===== config.mk =====
export PLATFORM = sky130hd
export DESIGN_NAME = pen_moving_average_unit
export DESIGN_NICKNAME = d
export VERILOG_FILES = /design/src/hdl/pma_pkg.sv /design/src/hdl/pma_ram.sv /design/src/hdl/pma_div.sv /design/src/hdl/pen_moving_average_unit.sv
export SDC_FILE = /design/constraint.sdc
export NUM_CORES = 2
export LEC_CHECK = 0
export ABC_AREA = 1
export BUFFER_PORTS_ARGS = -buffer_cell sky130_fd_sc_hd__buf_2
export CORE_ASPECT_RATIO = 1.5
export CORE_UTILIZATION = 65
export CTS_BUF_LIST = sky130_fd_sc_hd__clkbuf_4
export DETAILED_ROUTE_END_ITERATION = 16
export PLACE_DENSITY = 0.87
export SYNTH_ARGS = -nofsm -noshare
export SYNTH_HDL_FRONTEND = slang
export SYNTH_SLANG_ARGS = --single-unit

===== constraint.sdc =====
create_clock -name clk -period 38.2 [get_ports clk]
set_clock_uncertainty 0.2 [all_clocks]
set_input_delay 1.91 -clock clk [delete_from_list [all_inputs] [get_ports clk]]
set_output_delay 1.91 -clock clk [all_outputs]
set_load 0.01 [all_outputs]

===== src/hdl/pma_pkg.sv =====
// Shared constants, types and codes for the pen moving average unit.
package pma_pkg;

    localparam int MAX_WINDOW   = 20;
    localparam int WINDOW_LOW   = 2;
    localparam int WINDOW_HIGH  = (20 < MAX_WINDOW) ? 20 : MAX_WINDOW;
    localparam int WINDOW_RESET = 5;
    localparam int WIN_W        = 5;

    localparam int POS_W  = 32;
    localparam int PRES_W = 16;
    localparam int DATA_W = 2 * POS_W + PRES_W;
    localparam int X_LSB  = 0;
    localparam int Y_LSB  = POS_W;
    localparam int P_LSB  = 2 * POS_W;

    localparam int SLOT_W = $clog2(MAX_WINDOW);
    localparam int CNT_W  = $clog2(MAX_WINDOW + 1);
    localparam int SUM_W  = POS_W + $clog2(MAX_WINDOW);
    localparam int PSUM_W = PRES_W + $clog2(MAX_WINDOW);

    // Divider: DIV_STEP quotient bits per cycle
    localparam int DIV_STEP   = 8;
    localparam int DIV_CYCLES = (SUM_W + DIV_STEP - 1) / DIV_STEP;
    localparam int DIV_W      = DIV_CYCLES * DIV_STEP;
    localparam int DIV_CNT_W  = (DIV_CYCLES > 1) ? $clog2(DIV_CYCLES) : 1;

    localparam logic [1:0] OP_PROCESS = 2'd0;
    localparam logic [1:0] OP_CLEAR   = 2'd1;
    localparam logic [1:0] OP_SEED    = 2'd2;

    typedef enum logic [1:0] {
        ST_IDLE,
        ST_SUM,
        ST_DIV,
        ST_OUT
    } state_t;

endpackage


===== src/hdl/pma_ram.sv =====
// Generic single-port-write, single-port-read synchronous RAM with registered read data.
module pma_ram #(
    parameter int DEPTH = 20,
    parameter int WIDTH = 80
) (
    input  logic                       clk,
    input  logic                       wr_en,
    input  logic [$clog2(DEPTH)-1:0]   wr_addr,
    input  logic [WIDTH-1:0]           wr_data,
    input  logic                       rd_en,
    input  logic [$clog2(DEPTH)-1:0]   rd_addr,
    output logic [WIDTH-1:0]           rd_data
);

    logic [WIDTH-1:0] mem [DEPTH];
    logic [WIDTH-1:0] rd_data_reg;

    always_ff @(posedge clk)
    begin
        if (wr_en)
        begin
            mem[wr_addr] <= wr_data;
        end
    end

    always_ff @(posedge clk)
    begin
        if (rd_en)
        begin
            rd_data_reg <= mem[rd_addr];
        end
    end

    assign rd_data = rd_data_reg;

endmodule


===== src/hdl/pma_div.sv =====
// Iterative divider of a channel sum by the sample count, truncating toward zero.
module pma_div
    import pma_pkg::*;
(
    input  logic             clk,
    input  logic             rst_n,
    input  logic             start,
    input  logic             is_signed,
    input  logic [SUM_W-1:0] dividend,
    input  logic [CNT_W-1:0] divisor,
    output logic             done,
    output logic [DIV_W-1:0] quotient
);

    logic [DIV_W-1:0]     q_reg, q_next;
    logic [CNT_W-1:0]     rem_reg, rem_next;
    logic [CNT_W-1:0]     d_reg, d_next;
    logic                 neg_reg, neg_next;
    logic [DIV_CNT_W-1:0] cnt_reg, cnt_next;
    logic                 busy_reg, busy_next;
    logic                 done_reg, done_next;

    logic [DIV_W-1:0]     step_q;
    logic [CNT_W-1:0]     step_r;
    logic [SUM_W-1:0]     mag;
    logic                 neg_in;

    assign neg_in = is_signed & dividend[SUM_W-1];
    assign mag    = neg_in ? (~dividend + 1'b1) : dividend;

    // restoring division, DIV_STEP bits per cycle
    always_comb
    begin : div_step
        logic [CNT_W:0]   t;
        logic [CNT_W-1:0] r;
        logic [DIV_W-1:0] q;
        r = rem_reg;
        q = q_reg;
        for (int j = 0; j < DIV_STEP; j++)
        begin
            t = {r, q[DIV_W-1]};
            q = {q[DIV_W-2:0], 1'b0};
            if (t >= {1'b0, d_reg})
            begin
                r    = CNT_W'(t - {1'b0, d_reg});
                q[0] = 1'b1;
            end
            else
            begin
                r = t[CNT_W-1:0];
            end
        end
        step_q = q;
        step_r = r;
    end

    always_comb
    begin
        q_next    = q_reg;
        rem_next  = rem_reg;
        d_next    = d_reg;
        neg_next  = neg_reg;
        cnt_next  = cnt_reg;
        busy_next = busy_reg;
        done_next = done_reg;
        if (start)
        begin
            q_next    = DIV_W'(mag);
            rem_next  = '0;
            d_next    = divisor;
            neg_next  = neg_in;
            cnt_next  = '0;
            busy_next = 1'b1;
            done_next = 1'b0;
        end
        else if (busy_reg)
        begin
            q_next   = step_q;
            rem_next = step_r;
            cnt_next = cnt_reg + 1'b1;
            if (cnt_reg == DIV_CNT_W'(DIV_CYCLES - 1))
            begin
                busy_next = 1'b0;
                done_next = 1'b1;
            end
        end
    end

    always_ff @(posedge clk or negedge rst_n)
    begin
        if (!rst_n)
        begin
            cnt_reg  <= '0;
            busy_reg <= 1'b0;
            done_reg <= 1'b0;
        end
        else
        begin
            cnt_reg  <= cnt_next;
            busy_reg <= busy_next;
            done_reg <= done_next;
        end
    end

    always_ff @(posedge clk)
    begin
        q_reg   <= q_next;
        rem_reg <= rem_next;
        d_reg   <= d_next;
        neg_reg <= neg_next;
    end

    assign done     = done_reg;
    assign quotient = neg_reg ? (~q_reg + DIV_W'(1)) : q_reg;

`ifndef SYNTHESIS
    a_busy_done_excl: assert property (@(posedge clk) disable iff (!rst_n)
        !(busy_reg && done_reg))
        else $error("divider busy and done together");
    a_done_after_busy: assert property (@(posedge clk) disable iff (!rst_n)
        $rose(done_reg) |-> $past(busy_reg))
        else $error("divider done without running");
    a_cnt_range: assert property (@(posedge clk) disable iff (!rst_n)
        busy_reg |-> cnt_reg <= DIV_CNT_W'(DIV_CYCLES - 1))
        else $error("divider step count out of range");
`endif

endmodule


===== src/hdl/pen_moving_average_unit.sv =====
// Top level of the pen moving average unit: history sequencer, sums and output register.
//
// Usage
//   s_* stream: one pen sample per transaction. s_tuser[1:0] is the operation
//   (0 process, 1 clear history, 2 clear and seed with this sample);
//   s_tdata holds x, y and pressure. m_* stream: one averaged sample per
//   process transaction. cfg_*: write of the window register (clamped to
//   2..20); cfg_ready is always high, writes belong in idle periods.
//   The history sits in a 20-entry RAM with registered read data. A process
//   transaction writes its sample, then reads back the newest n entries one
//   per cycle (n = stored count after the item), then three dividers run in
//   parallel at 8 quotient bits a cycle. The next sample is taken as soon as
//   the result is in the output register.
//   Clear and seed transactions give no output; the unit stays idle for them.
//   Reset empties the history and sets the window to 5; no clearing pass.
//   If the receiver stalls, the result holds in the output register; one
//   further sample may be taken, and its result waits until the register
//   is free, with s_tready low meanwhile.
module pen_moving_average_unit
    import pma_pkg::*;
(
    input  logic              clk,
    input  logic              rst_n,
    input  logic              s_tvalid,
    output logic              s_tready,
    input  logic [DATA_W-1:0] s_tdata,   // x_pos[31:0], y_pos[63:32], pressure[79:64]
    input  logic [1:0]        s_tuser,   // operation[1:0]
    output logic              m_tvalid,
    input  logic              m_tready,
    output logic [DATA_W-1:0] m_tdata,   // avg_x[31:0], avg_y[63:32], avg_pressure[79:64]
    input  logic              cfg_valid,
    output logic              cfg_ready,
    input  logic [WIN_W-1:0]  cfg_data
);

    state_t              state_reg, state_next;
    logic [WIN_W-1:0]    window_reg, window_next;
    logic [SLOT_W-1:0]   write_slot_reg, write_slot_next;
    logic [CNT_W-1:0]    fill_reg, fill_next;
    logic [CNT_W-1:0]    n_reg, n_next;
    logic [CNT_W-1:0]    iss_cnt_reg, iss_cnt_next;
    logic [SLOT_W-1:0]   rd_addr_reg, rd_addr_next;
    logic                rd_valid_reg, rd_valid_next;
    logic [SUM_W-1:0]    sum_x_reg, sum_x_next;
    logic [SUM_W-1:0]    sum_y_reg, sum_y_next;
    logic [PSUM_W-1:0]   sum_p_reg, sum_p_next;
    logic                m_tvalid_reg, m_tvalid_next;
    logic [DATA_W-1:0]   m_tdata_reg, m_tdata_next;

    logic                accept;
    logic                issuing;
    logic                sum_done;
    logic                div_start;
    logic                div_done;
    logic                out_free;
    logic                out_load;
    logic                ram_we;
    logic [DATA_W-1:0]   ram_rd_data;
    logic [CNT_W:0]      fill_inc;
    logic [CNT_W:0]      win_ext;
    logic [CNT_W-1:0]    n_new;
    logic [SLOT_W-1:0]   slot_inc;
    logic                done_x, done_y, done_p;
    logic [DIV_W-1:0]    quot_x, quot_y, quot_p;

    assign cfg_ready = 1'b1;
    assign accept    = s_tvalid && s_tready;
    assign sum_done  = (iss_cnt_reg == n_reg) && !rd_valid_reg;
    assign div_done  = done_x && done_y && done_p;
    assign out_free  = !m_tvalid_reg || m_tready;

    assign fill_inc = {1'b0, fill_reg} + 1'b1;
    assign win_ext  = (CNT_W + 1)'(window_reg);
    assign n_new    = (fill_inc > win_ext) ? win_ext[CNT_W-1:0] : fill_inc[CNT_W-1:0];
    assign slot_inc = (write_slot_reg == SLOT_W'(MAX_WINDOW - 1)) ? '0
                                                                  : write_slot_reg + 1'b1;

    // next state
    always_comb
    begin
        state_next = state_reg;
        unique case (state_reg)
            ST_IDLE:
            begin
                if (s_tvalid && (s_tuser == OP_PROCESS))
                begin
                    state_next = ST_SUM;
                end
            end
            ST_SUM:
            begin
                if (sum_done)
                begin
                    state_next = ST_DIV;
                end
            end
            ST_DIV:
            begin
                if (div_done)
                begin
                    state_next = ST_OUT;
                end
            end
            ST_OUT:
            begin
                if (out_free)
                begin
                    state_next = ST_IDLE;
                end
            end
            default:
            begin
                state_next = ST_IDLE;
            end
        endcase
    end

    // FSM outputs
    always_comb
    begin
        s_tready  = 1'b0;
        issuing   = 1'b0;
        div_start = 1'b0;
        out_load  = 1'b0;
        ram_we    = 1'b0;
        unique case (state_reg)
            ST_IDLE:
            begin
                s_tready = 1'b1;
                ram_we   = s_tvalid && ((s_tuser == OP_PROCESS) || (s_tuser == OP_SEED));
            end
            ST_SUM:
            begin
                issuing   = (iss_cnt_reg != n_reg);
                div_start = sum_done;
            end
            ST_DIV:
            begin
            end
            ST_OUT:
            begin
                out_load = out_free;
            end
            default:
            begin
            end
        endcase
    end

    // datapath and bookkeeping
    always_comb
    begin
        window_next     = window_reg;
        write_slot_next = write_slot_reg;
        fill_next       = fill_reg;
        n_next          = n_reg;
        iss_cnt_next    = iss_cnt_reg;
        rd_addr_next    = rd_addr_reg;
        rd_valid_next   = issuing;
        sum_x_next      = sum_x_reg;
        sum_y_next      = sum_y_reg;
        sum_p_next      = sum_p_reg;
        m_tvalid_next   = m_tvalid_reg;
        m_tdata_next    = m_tdata_reg;

        if (cfg_valid)
        begin
            if (cfg_data < WIN_W'(WINDOW_LOW))
            begin
                window_next = WIN_W'(WINDOW_LOW);
            end
            else if (cfg_data > WIN_W'(WINDOW_HIGH))
            begin
                window_next = WIN_W'(WINDOW_HIGH);
            end
            else
            begin
                window_next = cfg_data;
            end
        end

        if (accept)
        begin
            case (s_tuser)
                OP_PROCESS:
                begin
                    write_slot_next = slot_inc;
                    fill_next       = n_new;
                    n_next          = n_new;
                    iss_cnt_next    = '0;
                    rd_addr_next    = write_slot_reg;
                    sum_x_next      = '0;
                    sum_y_next      = '0;
                    sum_p_next      = '0;
                end
                OP_CLEAR:
                begin
                    fill_next = '0;
                end
                OP_SEED:
                begin
                    write_slot_next = slot_inc;
                    fill_next       = CNT_W'(1);
                end
                default:
                begin
                end
            endcase
        end

        // newest first, walking back round the ring
        if (issuing)
        begin
            iss_cnt_next = iss_cnt_reg + 1'b1;
            rd_addr_next = (rd_addr_reg == '0) ? SLOT_W'(MAX_WINDOW - 1) : rd_addr_reg - 1'b1;
        end

        if (rd_valid_reg)
        begin
            sum_x_next = sum_x_reg + {{(SUM_W - POS_W){ram_rd_data[X_LSB+POS_W-1]}},
                                      ram_rd_data[X_LSB +: POS_W]};
            sum_y_next = sum_y_reg + {{(SUM_W - POS_W){ram_rd_data[Y_LSB+POS_W-1]}},
                                      ram_rd_data[Y_LSB +: POS_W]};
            sum_p_next = sum_p_reg + PSUM_W'(ram_rd_data[P_LSB +: PRES_W]);
        end

        if (out_load)
        begin
            m_tvalid_next = 1'b1;
            m_tdata_next  = {quot_p[PRES_W-1:0], quot_y[POS_W-1:0], quot_x[POS_W-1:0]};
        end
        else if (m_tready)
        begin
            m_tvalid_next = 1'b0;
        end
    end

    always_ff @(posedge clk or negedge rst_n)
    begin
        if (!rst_n)
        begin
            state_reg      <= ST_IDLE;
            window_reg     <= WIN_W'(WINDOW_RESET);
            write_slot_reg <= '0;
            fill_reg       <= '0;
            n_reg          <= '0;
            iss_cnt_reg    <= '0;
            rd_addr_reg    <= '0;
            rd_valid_reg   <= 1'b0;
            m_tvalid_reg   <= 1'b0;
        end
        else
        begin
            state_reg      <= state_next;
            window_reg     <= window_next;
            write_slot_reg <= write_slot_next;
            fill_reg       <= fill_next;
            n_reg          <= n_next;
            iss_cnt_reg    <= iss_cnt_next;
            rd_addr_reg    <= rd_addr_next;
            rd_valid_reg   <= rd_valid_next;
            m_tvalid_reg   <= m_tvalid_next;
        end
    end

    always_ff @(posedge clk)
    begin
        sum_x_reg   <= sum_x_next;
        sum_y_reg   <= sum_y_next;
        sum_p_reg   <= sum_p_next;
        m_tdata_reg <= m_tdata_next;
    end

    assign m_tvalid = m_tvalid_reg;
    assign m_tdata  = m_tdata_reg;

    pma_ram #(
        .DEPTH (MAX_WINDOW),
        .WIDTH (DATA_W)
    ) u_history (
        .clk     (clk),
        .wr_en   (ram_we),
        .wr_addr (write_slot_reg),
        .wr_data (s_tdata),
        .rd_en   (issuing),
        .rd_addr (rd_addr_reg),
        .rd_data (ram_rd_data)
    );

    pma_div u_div_x (
        .clk       (clk),
        .rst_n     (rst_n),
        .start     (div_start),
        .is_signed (1'b1),
        .dividend  (sum_x_reg),
        .divisor   (n_reg),
        .done      (done_x),
        .quotient  (quot_x)
    );

    pma_div u_div_y (
        .clk       (clk),
        .rst_n     (rst_n),
        .start     (div_start),
        .is_signed (1'b1),
        .dividend  (sum_y_reg),
        .divisor   (n_reg),
        .done      (done_y),
        .quotient  (quot_y)
    );

    pma_div u_div_p (
        .clk       (clk),
        .rst_n     (rst_n),
        .start     (div_start),
        .is_signed (1'b0),
        .dividend  (SUM_W'(sum_p_reg)),
        .divisor   (n_reg),
        .done      (done_p),
        .quotient  (quot_p)
    );

`ifndef SYNTHESIS
    a_slot_range: assert property (@(posedge clk) disable iff (!rst_n)
        write_slot_reg < SLOT_W'(MAX_WINDOW))
        else $error("write slot beyond history depth");
    a_fill_range: assert property (@(posedge clk) disable iff (!rst_n)
        fill_reg <= CNT_W'(WINDOW_HIGH))
        else $error("fill count beyond window limit");
    a_issue_bound: assert property (@(posedge clk) disable iff (!rst_n)
        (state_reg == ST_SUM) |-> ((iss_cnt_reg <= n_reg) && (n_reg != '0)))
        else $error("history reads overran the count");
    a_process_starts: assert property (@(posedge clk) disable iff (!rst_n)
        (accept && (s_tuser == OP_PROCESS)) |=> ((state_reg == ST_SUM) && (fill_reg == n_reg)))
        else $error("process transaction did not start summing");
    a_result_source: assert property (@(posedge clk) disable iff (!rst_n)
        $rose(m_tvalid_reg) |-> ($past(state_reg) == ST_OUT))
        else $error("result raised outside output state");
`endif

endmodule


# == Word-level counts from Yosys, hierarchy flattened ==
# Memory sizes are Yosys's and may differ from the RTL's. A register that Yosys moved wholly into a read port is not among the register bits.
# Cells that the tools add are included.
# op_classes
n_addsub,38
magnitude_cmp,27
eq_ne,15
muxes,115
n_bitwise,4
reduce_logical,35
# op_table
op,n
2-to-1 mux 37 bit,10
2-to-1 mux 5 bit,35
greater-or-equal comparator 6 x 5 -> 1 bit,24
subtractor 5 bit,24
2-to-1 mux 21 bit,5
"adder 37 x 1 -> 37 bit, second input constant",2
adder 37 bit,2
inverter 37 bit,2
"adder 32 x 1 -> 32 bit, second input constant",2
2-to-1 mux 32 bit,2
inverter 32 bit,2
2-to-1 mux 1 bit,51
nonzero test 2 bit,11
adder 21 x 16 -> 21 bit,1
2-to-1 mux 3 bit,6
AND reduction 2 bit,8
case mux 5 bit (3 select lines),1
"adder 5 x 1 -> 5 bit, second input constant",2
"adder 3 x 1 -> 3 bit, second input constant",3
"equality test 3 bit, second input constant",3
2-to-1 mux 2 bit,4
"inequality test 2 bit, second input constant",4
case mux 2 bit (4 select lines),1
"adder 5 x 1 -> 6 bit, second input constant",1
17 further kinds,28
# word_totals
regBits,366
mem_bits_rw,1600
output_inout_bits,83
word_cells,269
n_memories,1
# mem_list
name,words,word_bits,rd,rd_clocked_by_memory_dff,write_ports,line_no,source
u_history.mem,20,80,1,1,1,pma_ram.sv:15,logic [WIDTH-1:0] mem [DEPTH];

# == Logic depth before layout (Yosys ltp) ==
# depth
word_depth,18
mapped_depth,82
ltp_nobuf,82

# == Modules after synthesis ==
# A second synthesis with hierarchy kept.
# hier_totals
hier_cells,9615
hier_area_um2,98871.1
# by_module_without_submodules
module,instances,cells_each,area_per_inst_um2,seq_area_each_um2
pma_ram,1,5334,66827.8,50448.4
pen_moving_average_unit,1,1774,13818.3,6108.4
pma_div at u_div_y,1,837,6082.1,1576.5
pma_div at u_div_p,1,833,6077.1,1576.5
pma_div at u_div_x,1,837,6065.8,1576.5

# == Least setup slack after synthesis ==
# Ideal clock, no wire load.
# synth_path
path_kind,reg2reg
startpoint,"register, netlist name u_div_y.d_reg[1]"
endpoint,register u_div_p.rem_reg[2]
t_arrival_ns,12.060
t_required_ns,37.886
slack_ns,25.826
path_stages_with_launch,73
period_less_slack_ns,12.374
cell_sequence,edfxtp_1 > inv_1 > fa_1 > inv_1 > nand2_1 > inv_1 > nor2_1 > nor2_2 > or2_0 > o21a_1 > inv_1 > ha_1 > nand2_1 > a21oi_1 > a21oi_1 > nand3_2 > o21ai_0 > inv_1 > [37 not listed] > a211oi_1 > o21ai_0 > a21oi_1 > inv_1 > nor2_2 > nand3_1 > nand2_1 > inv_1 > ha_1 > a21oi_1 > o21bai_1 > nand2_1 > nand2_1 > inv_1 > nand3_4 > nand2_1 > nand3_1 > nand2_1
# synth_lines
element,line_no,source
to (signal assigned),pma_div.sv:108,rem_reg <= rem_next;
to (decl),pma_div.sv:16,"logic [CNT_W-1:0] rem_reg, rem_next;"

==> impl_metrics.sql <==
INSERT INTO impl_metrics (metric_group, metric, value, unit) VALUES
('outcome', 'run_status', 'finished clean', ''),
('sta', 'worst_slew_pin_slew', '1.26', 'ns'),
('worst_setup_path', 'r2r_end', 'u_div_p.rem_reg[2]', ''),
('worst_setup_path', 'cp-startpoint', 'u_div_y.d_reg[1]', ''),
('synthesis', 'synth_flop_cell', 'edfxtp_1', ''),
('worst_setup_path', 'type_of_origin_of_the_critical_path', 'flip-flop', ''),
('synthesis', 'synth_cells', '8040', ''),
('worst_setup_path', 'worst_setup_path_end_kind', 'flip-flop', ''),
('die', 'floorplan.initialDensity', '65.5', '%'),
('cts', 'cts_sinks', '2046', ''),
('worst_setup_path', 'critical-path-max-stage-delay', '0.61', 'ns'),
('die', 'number_of_placement_rows', '168', ''),
('global_route', 'grt_max_degree', '246', ''),
('die', 'ios', '175', ''),
('synthesis', 'post_synth_net_total', '8396', ''),
('worst_setup_path', 'cp_top_family', 'compound AO/OA/AOI/OAI gates', ''),
('finish', 'final-seq-area', '0.0608', 'mm^2'),
('worst_setup_path', 'worstRegToRegCells', '72', ''),
('worst_setup_path', 'rr_startpoint', 'u_div_y.d_reg[1]', ''),
('sta', 'grt_setup_unrepaired', 'no', ''),
('finish', 'post_layout_nonfiller_instances', '10600', ''),
('synthesis', 'number_of_flops_mapped_to_enable_cells_by_yosys', '1957', ''),
('sta', 'finalCritPeriodShare', '34.3', '%'),
('cts', 'hold_buffers', '0', ''),
('finish', 'fraction_of_final_layout_cells_with_drive_strength_greater_than_1', '12.5', '%'),
('worst_setup_path', 'cp.arrival', '14.11', 'ns'),
('finish', 'syn2layout_area_growth', '9.07', '%'),
('synthesis', 'seq_area_frac_synth', '66.4', '%'),
('synthesis', 'ys_ff_latch', '2046', ''),
('sta', 'fin_crit', '13.11', 'ns'),
('flow_run', 'maxCapViolations', '0', ''),
('synthesis', 'synth_top_cells_by_area', 'edfxtp_1, o21ai_0, nor2_1, nand2_1, ha_1', ''),
('synthesis', 'synthesis.area', '0.0916', 'mm^2'),
('placement', 'gp_routability_congestion', '0.947', ''),
('drt', 'dr.first_iter.drc_count', '10123', ''),
('placement', 'portBuffers', '173', ''),
('finish', 'largest_reg_flops', '1600', ''),
('cts', 'cts_inserted_buffers', '449', ''),
('cts', 'cts-root-buf', 'clkbuf_4', ''),
('global_route', 'overflow_left_after_global_routing', '0', ''),
('finish', 'multiInputGateArea', '0.0279', 'mm^2'),
('drt', '1st_pass_router_iterations', '7', ''),
('worst_setup_path', 'timing.setup.critical_path_class', 'reg2reg', ''),
('global_route', 'grt_pass1_vias', '66990', ''),
('placement', 'dpl.hpwl', '138', 'mm'),
('finish', 'finish.net_count', '8721', ''),
('die', 'die_width', '309', 'um'),
('cts', 'clock_tree.htree_level_count', '5', ''),
('cts', 'worst_setup_hold_path_clk_slew', '0.07', 'ns'),
('synthesis', 'post-synth-top-area-fraction', '64.1', '%'),
('cts', 'cts.repair.resized', '0', ''),
('sta', 'finalHoldWorstSlack', '0.258', 'ns'),
('worst_setup_path', 'worst_ep_required_time', '39.20', 'ns'),
('synthesis', 'synth.most_common_cell', 'edfxtp_1', ''),
('cts', 'cts_tree', 'built', ''),
('synthesis', 'synth_top_cells_by_count', 'edfxtp_1, nor2_1, o21ai_0, nand2_1, o22ai_1', ''),
('sta', 'setup_total_negative_slack', '0', 'ns'),
('global_route', 'antenna_found_initial', '41', ''),
('die', 'coreArea', '0.140', 'mm^2'),
('synthesis', 'synth.distinct_cells', '62', ''),
('cts', 'postCtsSetupBuffers', '0', ''),
('synthesis', 'asr_flop_ratio_synth', '2.39', '%'),
('drt', 'vias', '67954', ''),
('sta', 'achievable-frequency', '76.3', 'MHz'),
('finish', 'filler_cell_count', '8795', ''),
('placement', 'placed_cells_incl_taps', '9784', ''),
('global_route', 'grtUsageTotal', '34.3', '%'),
('sta', 'timing.max_slew.rel_slack', '16.0', '%'),
('drt', 'routed_via_density', '6.41', ''),
('sta', 'finalMaxSlewViolations', '0', ''),
('sta', 'final_setup_fails', '0', '');
## worst register-to-register path, delay by kind of cell (launching register included)
kind / cells / cell delay (ns)
flops: 1 / 0.61
buf+inv: 12 / 1.04
fa+ha+maj: 8 / 2.92
compound gates: 21 / 4.87
simple gates: 31 / 3.31
## routing by layer
metal / share of wire (%) / vias up / track usage, %
met1: 33 / 31870 / 40.8
met2: 49 / 5069 / 56.9
met5: 0.087 / - / 0
met4: 5.8 / 30 / 21.0
li1: - / 29857 / -
met3: 12 / 1128 / 7.73
## worst min path at each step
| stage | from | endpoint | slack [ns] | cells after the start |
|---|---|---|---|---|
| global placement | u_div_p.q_reg[20] | u_div_p.q_reg[28] | 0.23 | 2 |
| floorplan | u_div_p.q_reg[16] | u_div_p.q_reg[24] | 0.22 | 2 |
| finish | u_div_p.q_reg[17] | u_div_p.q_reg[25] | 0.26 | 2 |
| detailed placement | u_div_p.q_reg[7] | m_tdata[71] | 0.24 | 0 |
| global route | u_div_p.q_reg[7] | m_tdata[71] | 0.27 | 0 |
| CTS | u_div_p.q_reg[7] | m_tdata[71] | 0.26 | 0 |
## per-stage QoR
step / utilization [%] / cell area (um^2) / setup WS (ns)
3_5_place_dp: 67.4 / 94300 / 25.28
2_1_floorplan: - / 91600 / 25.83
6_report: 71.5 / 99900 / 25.09
4_1_cts: 71.4 / 99900 / 25.22
5_1_grt: 71.5 / 99900 / 23.86
3_3_place_gp: 67.4 / 94300 / 25.55
## area by class of cell
type / count / share of cell area [%]
antenna: 29 / 0.0726
tap: 1870 / 2.34
timing repair buffer: 264 / 1.56
inverter: 440 / 1.68
clock inverter: 177 / 1.00
clock buffer: 610 / 4.58
multi-input combinational: 5164 / 27.9
sequential: 2046 / 60.9
## cells by family (layout without fill, tap and decap cells)
| group | Yosys count | in the layout | synth area share (%) |
|---|---|---|---|
| simple gates | 2546 | 2546 | 11.5 |
| compound gates | 2137 | 2137 | 12.8 |
| flops | 2046 | 2046 | 66.4 |
| buf+inv | 830 | 1491 | 3.41 |
| fa+ha+maj | 264 | 264 | 3.83 |
| xor+xnor | 216 | 216 | 2.06 |
| other cells | 1 | 30 | 0.00409 |
## cells in the final DEF, fill, tap and decap left out, drive strengths merged, types with 4 or more instances in the layout
master	netlist	layout
dfxtp	40	40
nand2	1003	1003
xnor2	83	83
o21ai	1252	1252
dfrtp	47	47
o211ai	8	8
a31oi	21	21
nor2	1255	1255
ha	237	237
o41ai	7	7
a21o	4	4
a21oi	250	250
inv	432	433
nand3b	5	5
o221ai	6	6
nor3b	6	6
or2	9	9
o31ai	12	12
diode	0	29
o22ai	473	473
nand4	24	24
bufinv	0	10
nor3	37	37
o21a	40	40
nor4	18	18
clkbuf	368	610
o32ai	10	10
xor2	133	133
a22oi	30	30
a211oi	6	6
clkinv	8	172
or3	4	4
fa	27	27
nand3	182	182
buf	22	264
edfxtp	1957	1957
o21bai	8	8
Power is left out: the tool's default activity adds up to more than one toggle a clock period on the data nets, which glitch-free logic cannot reach.
